**src/rtl/core/pbx_pkg.sv**
```systemverilog
// ----------------------------------------------------------------------------
// pbx_pkg
// Item types and wire-format codes shared by the extractor core.
// ----------------------------------------------------------------------------
package pbx_pkg;

  // One byte of message body
  typedef struct packed {
    logic [7:0] data_byte;
    logic       no_data;
    logic       last;
  } in_item_t;

  // One decoded message
  typedef struct packed {
    logic [31:0] app_value;
    logic [31:0] depot_value;
    logic [63:0] manifest_value;
    logic        success;
    logic [2:0]  status;
  } out_item_t;

  // Parser phases
  localparam logic [1:0] PH_TAG   = 2'd0;
  localparam logic [1:0] PH_VALUE = 2'd1;
  localparam logic [1:0] PH_LEN   = 2'd2;
  localparam logic [1:0] PH_SKIP  = 2'd3;

  // Status codes
  localparam logic [2:0] ST_OK      = 3'd0;
  localparam logic [2:0] ST_MISSING = 3'd1;
  localparam logic [2:0] ST_TRUNC   = 3'd2;
  localparam logic [2:0] ST_TOOLONG = 3'd3;
  localparam logic [2:0] ST_BADWIRE = 3'd4;

  // Wire types
  localparam logic [2:0] WT_VARINT  = 3'd0;
  localparam logic [2:0] WT_FIXED64 = 3'd1;
  localparam logic [2:0] WT_LEN     = 3'd2;
  localparam logic [2:0] WT_FIXED32 = 3'd5;

  // Field classes kept after a tag
  localparam logic [1:0] FC_OTHER    = 2'd0;
  localparam logic [1:0] FC_APP      = 2'd1;
  localparam logic [1:0] FC_DEPOT    = 2'd2;
  localparam logic [1:0] FC_MANIFEST = 2'd3;

  localparam logic [31:0] FIELD_APP      = 32'd1;
  localparam logic [31:0] FIELD_DEPOT    = 32'd2;
  localparam logic [31:0] FIELD_MANIFEST = 32'd3;

  // Varint group index 9 is shift 63, the last legal group
  localparam logic [3:0]  GROUP_LAST  = 4'd9;
  localparam logic [63:0] FIXED64_LEN = 64'd8;
  localparam logic [63:0] FIXED32_LEN = 64'd4;

endpackage

```
**src/rtl/core/pbx_in_reg.sv**
```systemverilog
// ----------------------------------------------------------------------------
// pbx_in_reg
// Input register: holds one accepted byte item for the parser.
// ----------------------------------------------------------------------------
module pbx_in_reg (
  input  logic             clk,
  input  logic             rst,
  input  logic             byte_valid,
  output logic             byte_stall,
  input  pbx_pkg::in_item_t byte_item,
  input  logic             advance,
  output logic             held_valid,
  output pbx_pkg::in_item_t held_item
);
  import pbx_pkg::*;

  // Stall only while the held item cannot move on
  assign byte_stall = held_valid && !advance;

  always_ff @(posedge clk) begin
    if (rst) begin
      held_valid <= 1'b0;
    end else if (!byte_stall) begin
      held_valid <= byte_valid;
    end
  end

  always_ff @(posedge clk) begin
    if (!byte_stall) begin
      held_item <= byte_item;
    end
  end

endmodule

```
**src/rtl/core/pbx_parser.sv**
```systemverilog
// ----------------------------------------------------------------------------
// pbx_parser
// Wire-format parser state: one byte per step, result built on the last item.
// ----------------------------------------------------------------------------
module pbx_parser (
  input  logic              clk,
  input  logic              rst,
  input  logic              step,
  input  pbx_pkg::in_item_t item,
  output pbx_pkg::out_item_t res_item
);
  import pbx_pkg::*;

  logic [1:0]  phase, phase_next;
  logic [63:0] acc, acc_next;
  logic [3:0]  group, group_next;
  logic [1:0]  fclass, fclass_next;
  logic [63:0] remain, remain_next;
  logic [31:0] app, app_next;
  logic [31:0] depot, depot_next;
  logic [63:0] manifest, manifest_next;
  logic        seen_depot, seen_depot_next;
  logic        seen_manifest, seen_manifest_next;
  logic [2:0]  err, err_next;

  logic        byte_en;
  logic [5:0]  sh_amt;
  logic [63:0] acc_new;
  logic [31:0] fnum;
  logic [2:0]  wire_kind;
  logic [2:0]  st;
  logic        keep;

  assign byte_en   = step && !item.no_data && (err == ST_OK);
  assign sh_amt    = 6'({2'b00, group} * 6'd7);
  assign acc_new   = acc | ({57'd0, item.data_byte[6:0]} << sh_amt);
  assign fnum      = acc_new[34:3];
  assign wire_kind = acc_new[2:0];

  // Byte update
  always_comb begin
    phase_next         = phase;
    acc_next           = acc;
    group_next         = group;
    fclass_next        = fclass;
    remain_next        = remain;
    app_next           = app;
    depot_next         = depot;
    manifest_next      = manifest;
    seen_depot_next    = seen_depot;
    seen_manifest_next = seen_manifest;
    err_next           = err;
    if (byte_en) begin
      if (phase == PH_SKIP) begin
        remain_next = remain - 64'd1;
        if (remain == 64'd1) begin
          phase_next = PH_TAG;
          acc_next   = '0;
          group_next = '0;
        end
      end else begin
        acc_next = acc_new;
        if (item.data_byte[7]) begin
          // continuation past shift 63 is too long
          if (group == GROUP_LAST) begin
            err_next = ST_TOOLONG;
          end else begin
            group_next = group + 4'd1;
          end
        end else begin
          acc_next   = '0;
          group_next = '0;
          unique case (phase)
            PH_TAG: begin
              if (fnum == FIELD_APP) begin
                fclass_next = FC_APP;
              end else if (fnum == FIELD_DEPOT) begin
                fclass_next = FC_DEPOT;
              end else if (fnum == FIELD_MANIFEST) begin
                fclass_next = FC_MANIFEST;
              end else begin
                fclass_next = FC_OTHER;
              end
              case (wire_kind)
                WT_VARINT: phase_next = PH_VALUE;
                WT_FIXED64: begin
                  remain_next = FIXED64_LEN;
                  phase_next  = PH_SKIP;
                end
                WT_LEN: phase_next = PH_LEN;
                WT_FIXED32: begin
                  remain_next = FIXED32_LEN;
                  phase_next  = PH_SKIP;
                end
                default: err_next = ST_BADWIRE;
              endcase
            end
            PH_VALUE: begin
              case (fclass)
                FC_APP: app_next = acc_new[31:0];
                FC_DEPOT: begin
                  depot_next      = acc_new[31:0];
                  seen_depot_next = 1'b1;
                end
                FC_MANIFEST: begin
                  manifest_next      = acc_new;
                  seen_manifest_next = 1'b1;
                end
                default: ;
              endcase
              phase_next = PH_TAG;
            end
            PH_LEN: begin
              remain_next = acc_new;
              phase_next  = (acc_new != 64'd0) ? PH_SKIP : PH_TAG;
            end
            default: ;
          endcase
        end
      end
    end
  end

  // Result from the state after this byte
  always_comb begin
    if (err_next != ST_OK) begin
      st = err_next;
    end else if (phase_next != PH_TAG || group_next != 4'd0) begin
      st = ST_TRUNC;
    end else if (!(seen_depot_next && seen_manifest_next)) begin
      st = ST_MISSING;
    end else begin
      st = ST_OK;
    end
    keep                    = (st == ST_OK) || (st == ST_MISSING);
    res_item.app_value      = keep ? app_next : '0;
    res_item.depot_value    = keep ? depot_next : '0;
    res_item.manifest_value = keep ? manifest_next : '0;
    res_item.success        = (st == ST_OK);
    res_item.status         = st;
  end

  // State clears at reset and after each message
  always_ff @(posedge clk) begin
    if (rst || (step && item.last)) begin
      phase         <= PH_TAG;
      acc           <= '0;
      group         <= '0;
      fclass        <= FC_OTHER;
      remain        <= '0;
      app           <= '0;
      depot         <= '0;
      manifest      <= '0;
      seen_depot    <= 1'b0;
      seen_manifest <= 1'b0;
      err           <= ST_OK;
    end else begin
      phase         <= phase_next;
      acc           <= acc_next;
      group         <= group_next;
      fclass        <= fclass_next;
      remain        <= remain_next;
      app           <= app_next;
      depot         <= depot_next;
      manifest      <= manifest_next;
      seen_depot    <= seen_depot_next;
      seen_manifest <= seen_manifest_next;
      err           <= err_next;
    end
  end

endmodule

```
**src/rtl/core/pbx_out_reg.sv**
```systemverilog
// ----------------------------------------------------------------------------
// pbx_out_reg
// Result register: holds one decoded message until the receiver takes it.
// ----------------------------------------------------------------------------
module pbx_out_reg (
  input  logic               clk,
  input  logic               rst,
  input  logic               load,
  input  pbx_pkg::out_item_t load_item,
  output logic               free,
  output logic               result_valid,
  input  logic               result_stall,
  output pbx_pkg::out_item_t result_item
);
  import pbx_pkg::*;

  // Room when empty or when the held result leaves this edge
  assign free = !result_valid || !result_stall;

  always_ff @(posedge clk) begin
    if (rst) begin
      result_valid <= 1'b0;
    end else if (load) begin
      result_valid <= 1'b1;
    end else if (!result_stall) begin
      result_valid <= 1'b0;
    end
  end

  always_ff @(posedge clk) begin
    if (load) begin
      result_item <= load_item;
    end
  end

endmodule

```
**src/rtl/core/protobuf_three_field_extractor_core.sv**
```systemverilog
// ----------------------------------------------------------------------------
// protobuf_three_field_extractor_core
// Streams a protocol-buffer message body and returns fields 1, 2 and 3.
// ----------------------------------------------------------------------------
// Usage:
//   byte channel: one body byte per item (no_data marks an item without a
//   byte, last marks the end of the message). result channel: one item per
//   message, sent for the item that carries last.
//   A last byte item passes through the input register, where it may wait
//   for room, and the parser then loads its result into the result register.
//   Throughput: one byte item per cycle unless byte_stall; the parser state
//   loop updates once per cycle, so messages run back to back at full rate.
//   Reset clears the parser, the input register and the result register.
//   While result_stall holds a result, byte items without last keep flowing;
//   an item with last waits in the input register until the result register
//   has room, and byte_stall goes high behind it.
// ----------------------------------------------------------------------------
module protobuf_three_field_extractor_core (
  input  logic               clk,
  input  logic               rst,
  input  logic               byte_valid,
  output logic               byte_stall,
  input  pbx_pkg::in_item_t  byte_item,
  output logic               result_valid,
  input  logic               result_stall,
  output pbx_pkg::out_item_t result_item
);
  import pbx_pkg::*;

  logic      held_valid;
  in_item_t  held_item;
  logic      advance;
  logic      step;
  logic      out_free;
  out_item_t res_item;

  // A held item moves unless it needs the busy result register
  assign advance = !held_item.last || out_free;
  assign step    = held_valid && advance;

  pbx_in_reg u_in_reg (
    .clk        (clk),
    .rst        (rst),
    .byte_valid (byte_valid),
    .byte_stall (byte_stall),
    .byte_item  (byte_item),
    .advance    (advance),
    .held_valid (held_valid),
    .held_item  (held_item)
  );

  pbx_parser u_parser (
    .clk      (clk),
    .rst      (rst),
    .step     (step),
    .item     (held_item),
    .res_item (res_item)
  );

  pbx_out_reg u_out_reg (
    .clk          (clk),
    .rst          (rst),
    .load         (step && held_item.last),
    .load_item    (res_item),
    .free         (out_free),
    .result_valid (result_valid),
    .result_stall (result_stall),
    .result_item  (result_item)
  );

endmodule

```
**config.mk**
```make
export PLATFORM = sky130hd
export DESIGN_NAME = protobuf_three_field_extractor_core
export DESIGN_NICKNAME = d
export VERILOG_FILES = /design/src/rtl/core/pbx_pkg.sv /design/src/rtl/core/pbx_in_reg.sv /design/src/rtl/core/pbx_parser.sv /design/src/rtl/core/pbx_out_reg.sv /design/src/rtl/core/protobuf_three_field_extractor_core.sv
export SDC_FILE = /design/constraint.sdc
export NUM_CORES = 1
export LEC_CHECK = 0
export BUFFER_PORTS_ARGS = -buffer_cell sky130_fd_sc_hd__buf_4
export CORE_ASPECT_RATIO = 0.8
export CORE_MARGIN = 1
export CORE_UTILIZATION = 45
export DETAILED_ROUTE_END_ITERATION = 6
export SLEW_MARGIN = 20
export SYNTH_ARGS = -nofsm -noshare
export SYNTH_HDL_FRONTEND = slang
export SYNTH_HIERARCHICAL = 1
export SYNTH_SLANG_ARGS = --single-unit
```
**constraint.sdc**
```tcl
create_clock -name clk -period 12 [get_ports clk]
set_input_delay 1.8 -clock clk [delete_from_list [all_inputs] [get_ports clk]]
set_output_delay 1.8 -clock clk [all_outputs]
set_load 0.005 [all_outputs]
```
==> results of run 1 <==
## report_power, final
| group | internal, W | switching (W) | total [W] | leakage, nW |
|---|---|---|---|---|
| Sequential | 0.00145 | 0.00000882 | 0.00146 | 3.64 |
| Combinational | 0.0000491 | 0.000141 | 0.000190 | 3.55 |
| Clock | 0.000758 | 0.000568 | 0.00133 | 0.676 |
## sequential cells by signal, indices dropped and copies added, names as in the netlist
| name | cells |
|---|---|
| u_in_reg/held_item | 10 |
| u_parser/fclass | 2 |
| u_parser/phase | 2 |
| u_parser/app | 32 |
| u_parser/group | 4 |
| u_out_reg/result_valid | 1 |
| u_parser/err | 3 |
| u_parser/seen_depot | 1 |
| u_parser/depot | 32 |
| u_parser/acc | 64 |
| u_in_reg/held_valid | 1 |
| u_parser/seen_manifest | 1 |
| u_parser/manifest | 64 |
| u_parser/remain | 64 |
| u_out_reg/result_item | 132 |
## metal layers
metal / vias up / part of all wire
li1: 7954 / -
met4: 2 / 0.025
met3: 113 / 0.10
met5: - / 0.00021
met2: 787 / 0.42
met1: 8110 / 0.45
## cells by family after synthesis
| group | count (synthesis) |
|---|---|
| AOI/OAI and AO/OA | 674 |
| xor gates and xnor gates | 18 |
| adders and majority gates | 13 |
| buffers and inverters | 183 |
| DFF | 413 |
| muxes | 21 |
| and+or+nand+nor | 866 |
## worst max path at each step
stage                                       from                             endpoint  cells past startpoint  slack [ns]
floorplan                           result_stall  u_out_reg/result_item[59]$_DFFE_PP_                     14        7.37
global placement    u_parser/group[0]$_SDFF_PP0_  u_out_reg/result_item[47]$_DFFE_PP_                     14        5.23
detailed placement  u_parser/group[0]$_SDFF_PP0_  u_out_reg/result_item[39]$_DFFE_PP_                     14        4.90
CTS                 u_parser/group[0]$_SDFF_PP0_  u_out_reg/result_item[39]$_DFFE_PP_                     14        4.89
global route        u_parser/group[0]$_SDFF_PP0_  u_out_reg/result_item[23]$_DFFE_PP_                     14        4.89
finish              u_parser/group[0]$_SDFF_PP0_  u_out_reg/result_item[39]$_DFFE_PP_                     15        5.15
## stage by stage
step | power (W) | util | std cells
floorplan | 0.00161 | - | 2188
global placement | 0.00168 | 0.499 | 2754
CTS | 0.00299 | 0.533 | 2834
global route | 0.00307 | 0.534 | 2835
finish | 0.00298 | 0.534 | 2835
detailed placement | 0.00168 | 0.499 | 2754
## area by class of cell
class	count	area share
Clock buffer	67	0.0583
Clock inverter	13	0.00479
Inverter	17	0.00291
Multi-Input combinational cell	1592	0.396
Sequential cell	413	0.441
Tap cell	544	0.0310
Timing Repair Buffer	189	0.0655
## tightest hold or removal path: cells and delay by family, from the launching register on
kind | cells | cell delay [ns]
DFF | 1 | 0.33
and+or+nand+nor | 2 | 0.12
## layout by cell type, fill, tap and decap left out, drive strengths merged, types with 67 or more instances in the layout
cell type | synthesis | final
dfxtp | 271 | 271
a21oi | 295 | 295
buf | 19 | 189
o21ai | 223 | 223
and2 | 80 | 80
nor2 | 211 | 211
clkbuf | 147 | 67
nor3 | 79 | 79
nand2b | 82 | 82
edfxtp | 142 | 142
nand2 | 273 | 273
==> impl_results.md, run 1 <==
- DR pass1 iterations: 5
- IO Port Bufs: 147
- Ys async rst share: 0
- Post-DP HPWL: 40.4 mm
- Synth Area in XOR/XNOR: 0.00830
- Share of layout cells above drive strength 1: 0.127
- Worst slew pin tran: 1.24 ns
- All-Layer GR Usage: 0.281
- Count leader, synth: a21oi_1
- CP endpoint kind: flop
- LEAKAGE: 7.86 nW
- Die Wd: 232 um
- Drt drc: 0
- Starting Density: 0.462
- Pre-CTS setup slack: 4.90 ns
- CTS Buf Count: 43
- Max-slew violations: 0
- Clock Tree Buf Depth: 3
- #FFs+latches synth: 413
- Crit-path max FO: 101
- Max-cap violations: 0
- Clock sink total: 413
- H-tree levels: 2
- Initial antenna violation count: 3
- TNS Setup: 0 ns
- GPL Wtd Cong: 0.939
- GR Util met2: 0.409
- Req. time, crit path: 12.26 ns
- Yosys cell types: 74
- Vias per std cell: 5.98
- RSZ-0062 raised after global routing: no
- Design area: 22000 um^2
- Cell Chain, Critical Path: buf_4 > fa_1 > ha_1 > inv_1 > fa_1 > inv_1 > nor2_1 > a32o_1 > a21oi_1 > nand4_1 > or4b_4 > nor4_4 > o21bai_4 > buf_4 > a21oi_1
- Min Tclk post-route: 6.85 ns
- Core box area: 41100 um^2
- Drt wl/cell: 21.7 um
- Gr busiest metal: met2
- Slew margin rel.: 0.177
- Synth Area in Compound Gates: 0.202
- R2R depth: 15
- Ranking of synthesized cells by area: dfxtp_1, edfxtp_1, a21oi_1
- Ys Warns: 6
- Die Area: 43000 um^2
- Post-Synthesis Cells: 2188
- Final setup fails: 0
- Io pins: 148
- Worst path bufs/invs: 4
- Critical Path Source Type: flop
- Cell taking the most area after synthesis: dfxtp_1
- Clk Latency, worst-skew pair: 0.58 ns
- Synth top cells by count: a21oi_1, nand2_1, dfxtp_1
- Register area: 9690 um^2
- Crit path kind: reg2reg
- Syn Area/Cell: 8.68 um^2
- Worst Path Arrival: 7.11 ns
- Met3 Usage GRT: 0.0737
- Vias: 16966
- Worst path top cell family by delay: adder cells
- CTS resizes: 0
- Adder-cell share of the synthesized area: 0.0101
- Vias in the first global route: 15314
- Clock Skew: 0.0356 ns
- Hold Path Stages: 2
- Hold_buf cts: 0
- Pin count of the biggest net entering global routing: 115
- Clk pin slew, worst setup/hold paths: 0.06 ns
- Area grow syn2layout: 15.6%
- Share of the synthesized area in the top cell type: 0.286
- Endpoint, Worst Hold: u_parser/seen_depot$_SDFF_PP0_
- Die H: 186 um
- TritonCTS clock tree: built
- First-pass GRT wire length: 92.6 mm
- Post-synth net total: 2215
- Final Cycle Share: 0.571
- DRT iter0 DRCs: 2058
- Met1 usage: 0.405
- Top FF cell, synth: dfxtp_1
- R2R Path Start: u_parser/group[0]$_SDFF_PP0_
- Footprint of the multi-input gates: 8690 um^2
- Layout net count: 2283
- Post-synth EDFFs: 142
- Largest family of logic cells by synthesized area: simple AND/OR/NAND/NOR gates
- Post-CTS setup repair buffer count: 0
- Peak supply drop: 0.119 mV
- Fillers: 3839
- Hold Path Class: reg2reg
- R2r setup slk: 5.15 ns
- Final Hold Viols: 0
- Cell area after synthesis: 19000 um^2
- Area after DPL: 20500 um^2
- Ant diodes: 0
- Root buffer cell: clkbuf_16
- Worst stage delay on the critical path: 1.07 ns
- Mux cell area share after synthesis: 0.0126
- Worst hold slack: 0.475 ns
- Sequential cell area fraction in the yosys report: 0.510
- FF-to-FF End: u_out_reg/result_item[39]$_DFFE_PP_
- Final worst slack: 5.15 ns
- GR Overflow Total: 0
- PD cells: 136 nW/um^2
- Max Clk Rate: 146 MHz
- Status: completed
- Post-Synth Simple-Gate Area: 0.220
- Routed Antenna Nets: 0
- Hold Crit Start: u_parser/seen_depot$_SDFF_PP0_
- Row cnt: 66
- Post-Route WL: 61.4 mm
- Slowest stage cell, crit path: fa_1
Note: power is estimated with default switching activity, not from simulation.
==> run 2, diff against run 1 <==
--- a/config.mk
+++ b/config.mk
@@ -10,6 +10,7 @@
 export CORE_MARGIN = 1
 export CORE_UTILIZATION = 45
 export DETAILED_ROUTE_END_ITERATION = 6
+export PLACE_DENSITY = 0.65
 export SLEW_MARGIN = 20
 export SYNTH_ARGS = -nofsm -noshare
 export SYNTH_HDL_FRONTEND = slang
==> constraint.sdc (replaced) <==
create_clock -name clk -period 6.3 [get_ports clk]
set_input_delay 0.945 -clock clk [delete_from_list [all_inputs] [get_ports clk]]
set_output_delay 0.945 -clock clk [all_outputs]
set_load 0.005 [all_outputs]
==> run 2 against run 1 <==
  * Total power is 90% higher
  * Count of clock-buffer cells in the layout fell by 12
  * Register-to-register slack got worse by 4.7 ns
  * Critical path depth fell by 2
  * Setup slack worse by 4.7 ns
  * Routed wire length is 1.2% higher
  * Critical endpoint is now u_out_reg/result_item[64]$_DFFE_PP_
  * Clock power increased by 89%
  * Via count is 0.88% higher
  * First-iteration DRC count down 17%
  * Final cell count is 0.53% higher
  * Core utilization up 0.39 points
==> impl_results.md, run 2 (synthesis gave the netlist of run 1 again) <==
- Status: completed
- Final setup fails: 0
- Initial antenna violation count: 1
- Most frequent cells in the layout: a21oi_1, nand2_1, dfxtp_1
- Post-CTS setup repair buffer count: 0
- Vias: 17115
- RSZ-0062 raised after global routing: no
- Slew margin rel.: 0.140
- Io pins: 148
- CP endpoint kind: flop
- GR Overflow Total: 0
- Worst Path Arrival: 6.26 ns
- Worst slew pin tran: 1.29 ns
- TNS Setup: 0 ns
- Die Area: 43000 um^2
- Max reg flops: 132
- Clock sink total: 413
- Peak supply drop: 0.175 mV
- DRT iter0 DRCs: 1702
- Min Tclk post-route: 5.87 ns
- Core box area: 41100 um^2
- H-tree levels: 2
- Design area: 22100 um^2
- LEAKAGE: 7.96 nW
- First-pass GRT wire length: 93.6 mm
- Die Wd: 232 um
- Routed Antenna Nets: 0
- Share of layout cells above drive strength 1: 0.136
- All-Layer GR Usage: 0.284
- Clk pin slew, worst setup/hold paths: 0.06 ns
- DR pass1 iterations: 6
- Die H: 186 um
- Max Clk Rate: 170 MHz
- CTS Buf Count: 42
- Fillers: 3721
- Req. time, crit path: 6.69 ns
- Most flop-heavy register: u_out_reg/result_item
- Final Cycle Share: 0.931
- Layout net count: 2300
- Commonest non-fill, non-tap cell in the layout: a21oi_1
- Vias per std cell: 6.01
- Row cnt: 66
- Max-cap violations: 0
- Area after DPL: 20700 um^2
- CTS resizes: 0
- Clock Tree Buf Depth: 3
- Hold_buf cts: 0
- Vias in the first global route: 15430
- Drt wl/cell: 21.8 um
- Clk Latency, worst-skew pair: 0.55 ns
- Crit-path max FO: 97
- IO Port Bufs: 147
- Final Hold Viols: 0
- PD cells: 256 nW/um^2
- Clock Skew: 0.0141 ns
- Critical Path Source Type: flop
- Ant diodes: 0
- Post-DP HPWL: 41.8 mm
- Root buffer cell: clkbuf_16
- TritonCTS clock tree: built
- Final core occ: 0.538
- Crit path kind: reg2reg
- Starting Density: 0.462
- Area grow syn2layout: 16.5%
- Drt drc: 0
- Max-slew violations: 0
- Pin count of the biggest net entering global routing: 195
- Post-Route WL: 62.2 mm
- Hold Path Class: reg2reg
- GPL Wtd Cong: 0.989
==> run 2: cell count changes in the layout (fill, tap and decap cells not counted), moves of 3 or more <==
cell       before  now
clkbuf_1       15   10
clkbuf_8        7    2
clkinv_2        3    8
buf_12          0    5
buf_4         188  202
bufinv_16       1    4
==> run 2: routing by layer <==
layer  vias up  track usage  wire, um
li1       7989            -         -
met2       811        0.405     25900
met1      8178        0.404     27800
met3       135       0.0813      6310
met5         -            0        13
met4         2        0.108      2180
==> run 2: path summary, 6_finish.rpt <==
| check | slack, ns | endpoint | cells after the start | from |
|---|---|---|---|---|
| setup reg to reg | 0.43 | u_out_reg/result_item[64]$_DFFE_PP_ | 13 | u_parser/group[1]$_SDFF_PP0_ |
| hold / removal | 0.48 | u_parser/remain[8]$_SDFFE_PP0P_ | 2 | u_parser/remain[8]$_SDFFE_PP0P_ |
| setup / recovery | 0.43 | u_out_reg/result_item[64]$_DFFE_PP_ | 13 | u_parser/group[1]$_SDFF_PP0_ |
| hold reg to reg | 0.48 | u_parser/remain[8]$_SDFFE_PP0P_ | 2 | u_parser/remain[8]$_SDFFE_PP0P_ |
==> run 2: worst max-delay path, cell delays in order (launching register included) <==
cell	delay (ns)
dfxtp_1	0.41
fa_1	0.56
ha_1	0.19
inv_1	0.07
fa_1	0.99
nor2_1	0.26
a32o_1	0.36
a21oi_1	0.55
nand4_1	0.16
or4b_4	0.54
nor4_4	0.53
o21bai_4	0.38
buf_12	0.34
a21oi_1	0.24
==> run 2: cell type report <==
| type | count | area [um^2] | area share |
|---|---|---|---|
| Sequential cell | 413 | 9690 | 0.438 |
| Tap cell | 544 | 681 | 0.0308 |
| Multi-Input combinational cell | 1592 | 8700 | 0.393 |
| Clock buffer | 55 | 1140 | 0.0516 |
| Timing Repair Buffer | 207 | 1620 | 0.0731 |
| Clock inverter | 22 | 221 | 0.0100 |
| Inverter | 17 | 63.8 | 0.00289 |
==> run 2: per-stage QoR <==
stage / hold slack (ns) / instances / power (W) / setup slack, ns
global route: 0.493 / 2850 / 0.00584 / 0.0896
global placement: 0.452 / 2773 / 0.00321 / 0.812
floorplan: 0.441 / 2188 / 0.00307 / 1.73
CTS: 0.478 / 2850 / 0.00569 / 0.632
detailed placement: 0.464 / 2773 / 0.00321 / 0.643
finish: 0.482 / 2850 / 0.00567 / 0.433
==> run 2: report_power, final <==
part | leakage, nW | switching (W) | internal (W) | total (W)
sequential | 3.64 | 0.0000164 | 0.00277 | 0.00278
clock | 0.669 | 0.00107 | 0.00145 | 0.00251
combinational | 3.65 | 0.000267 | 0.000105 | 0.000372
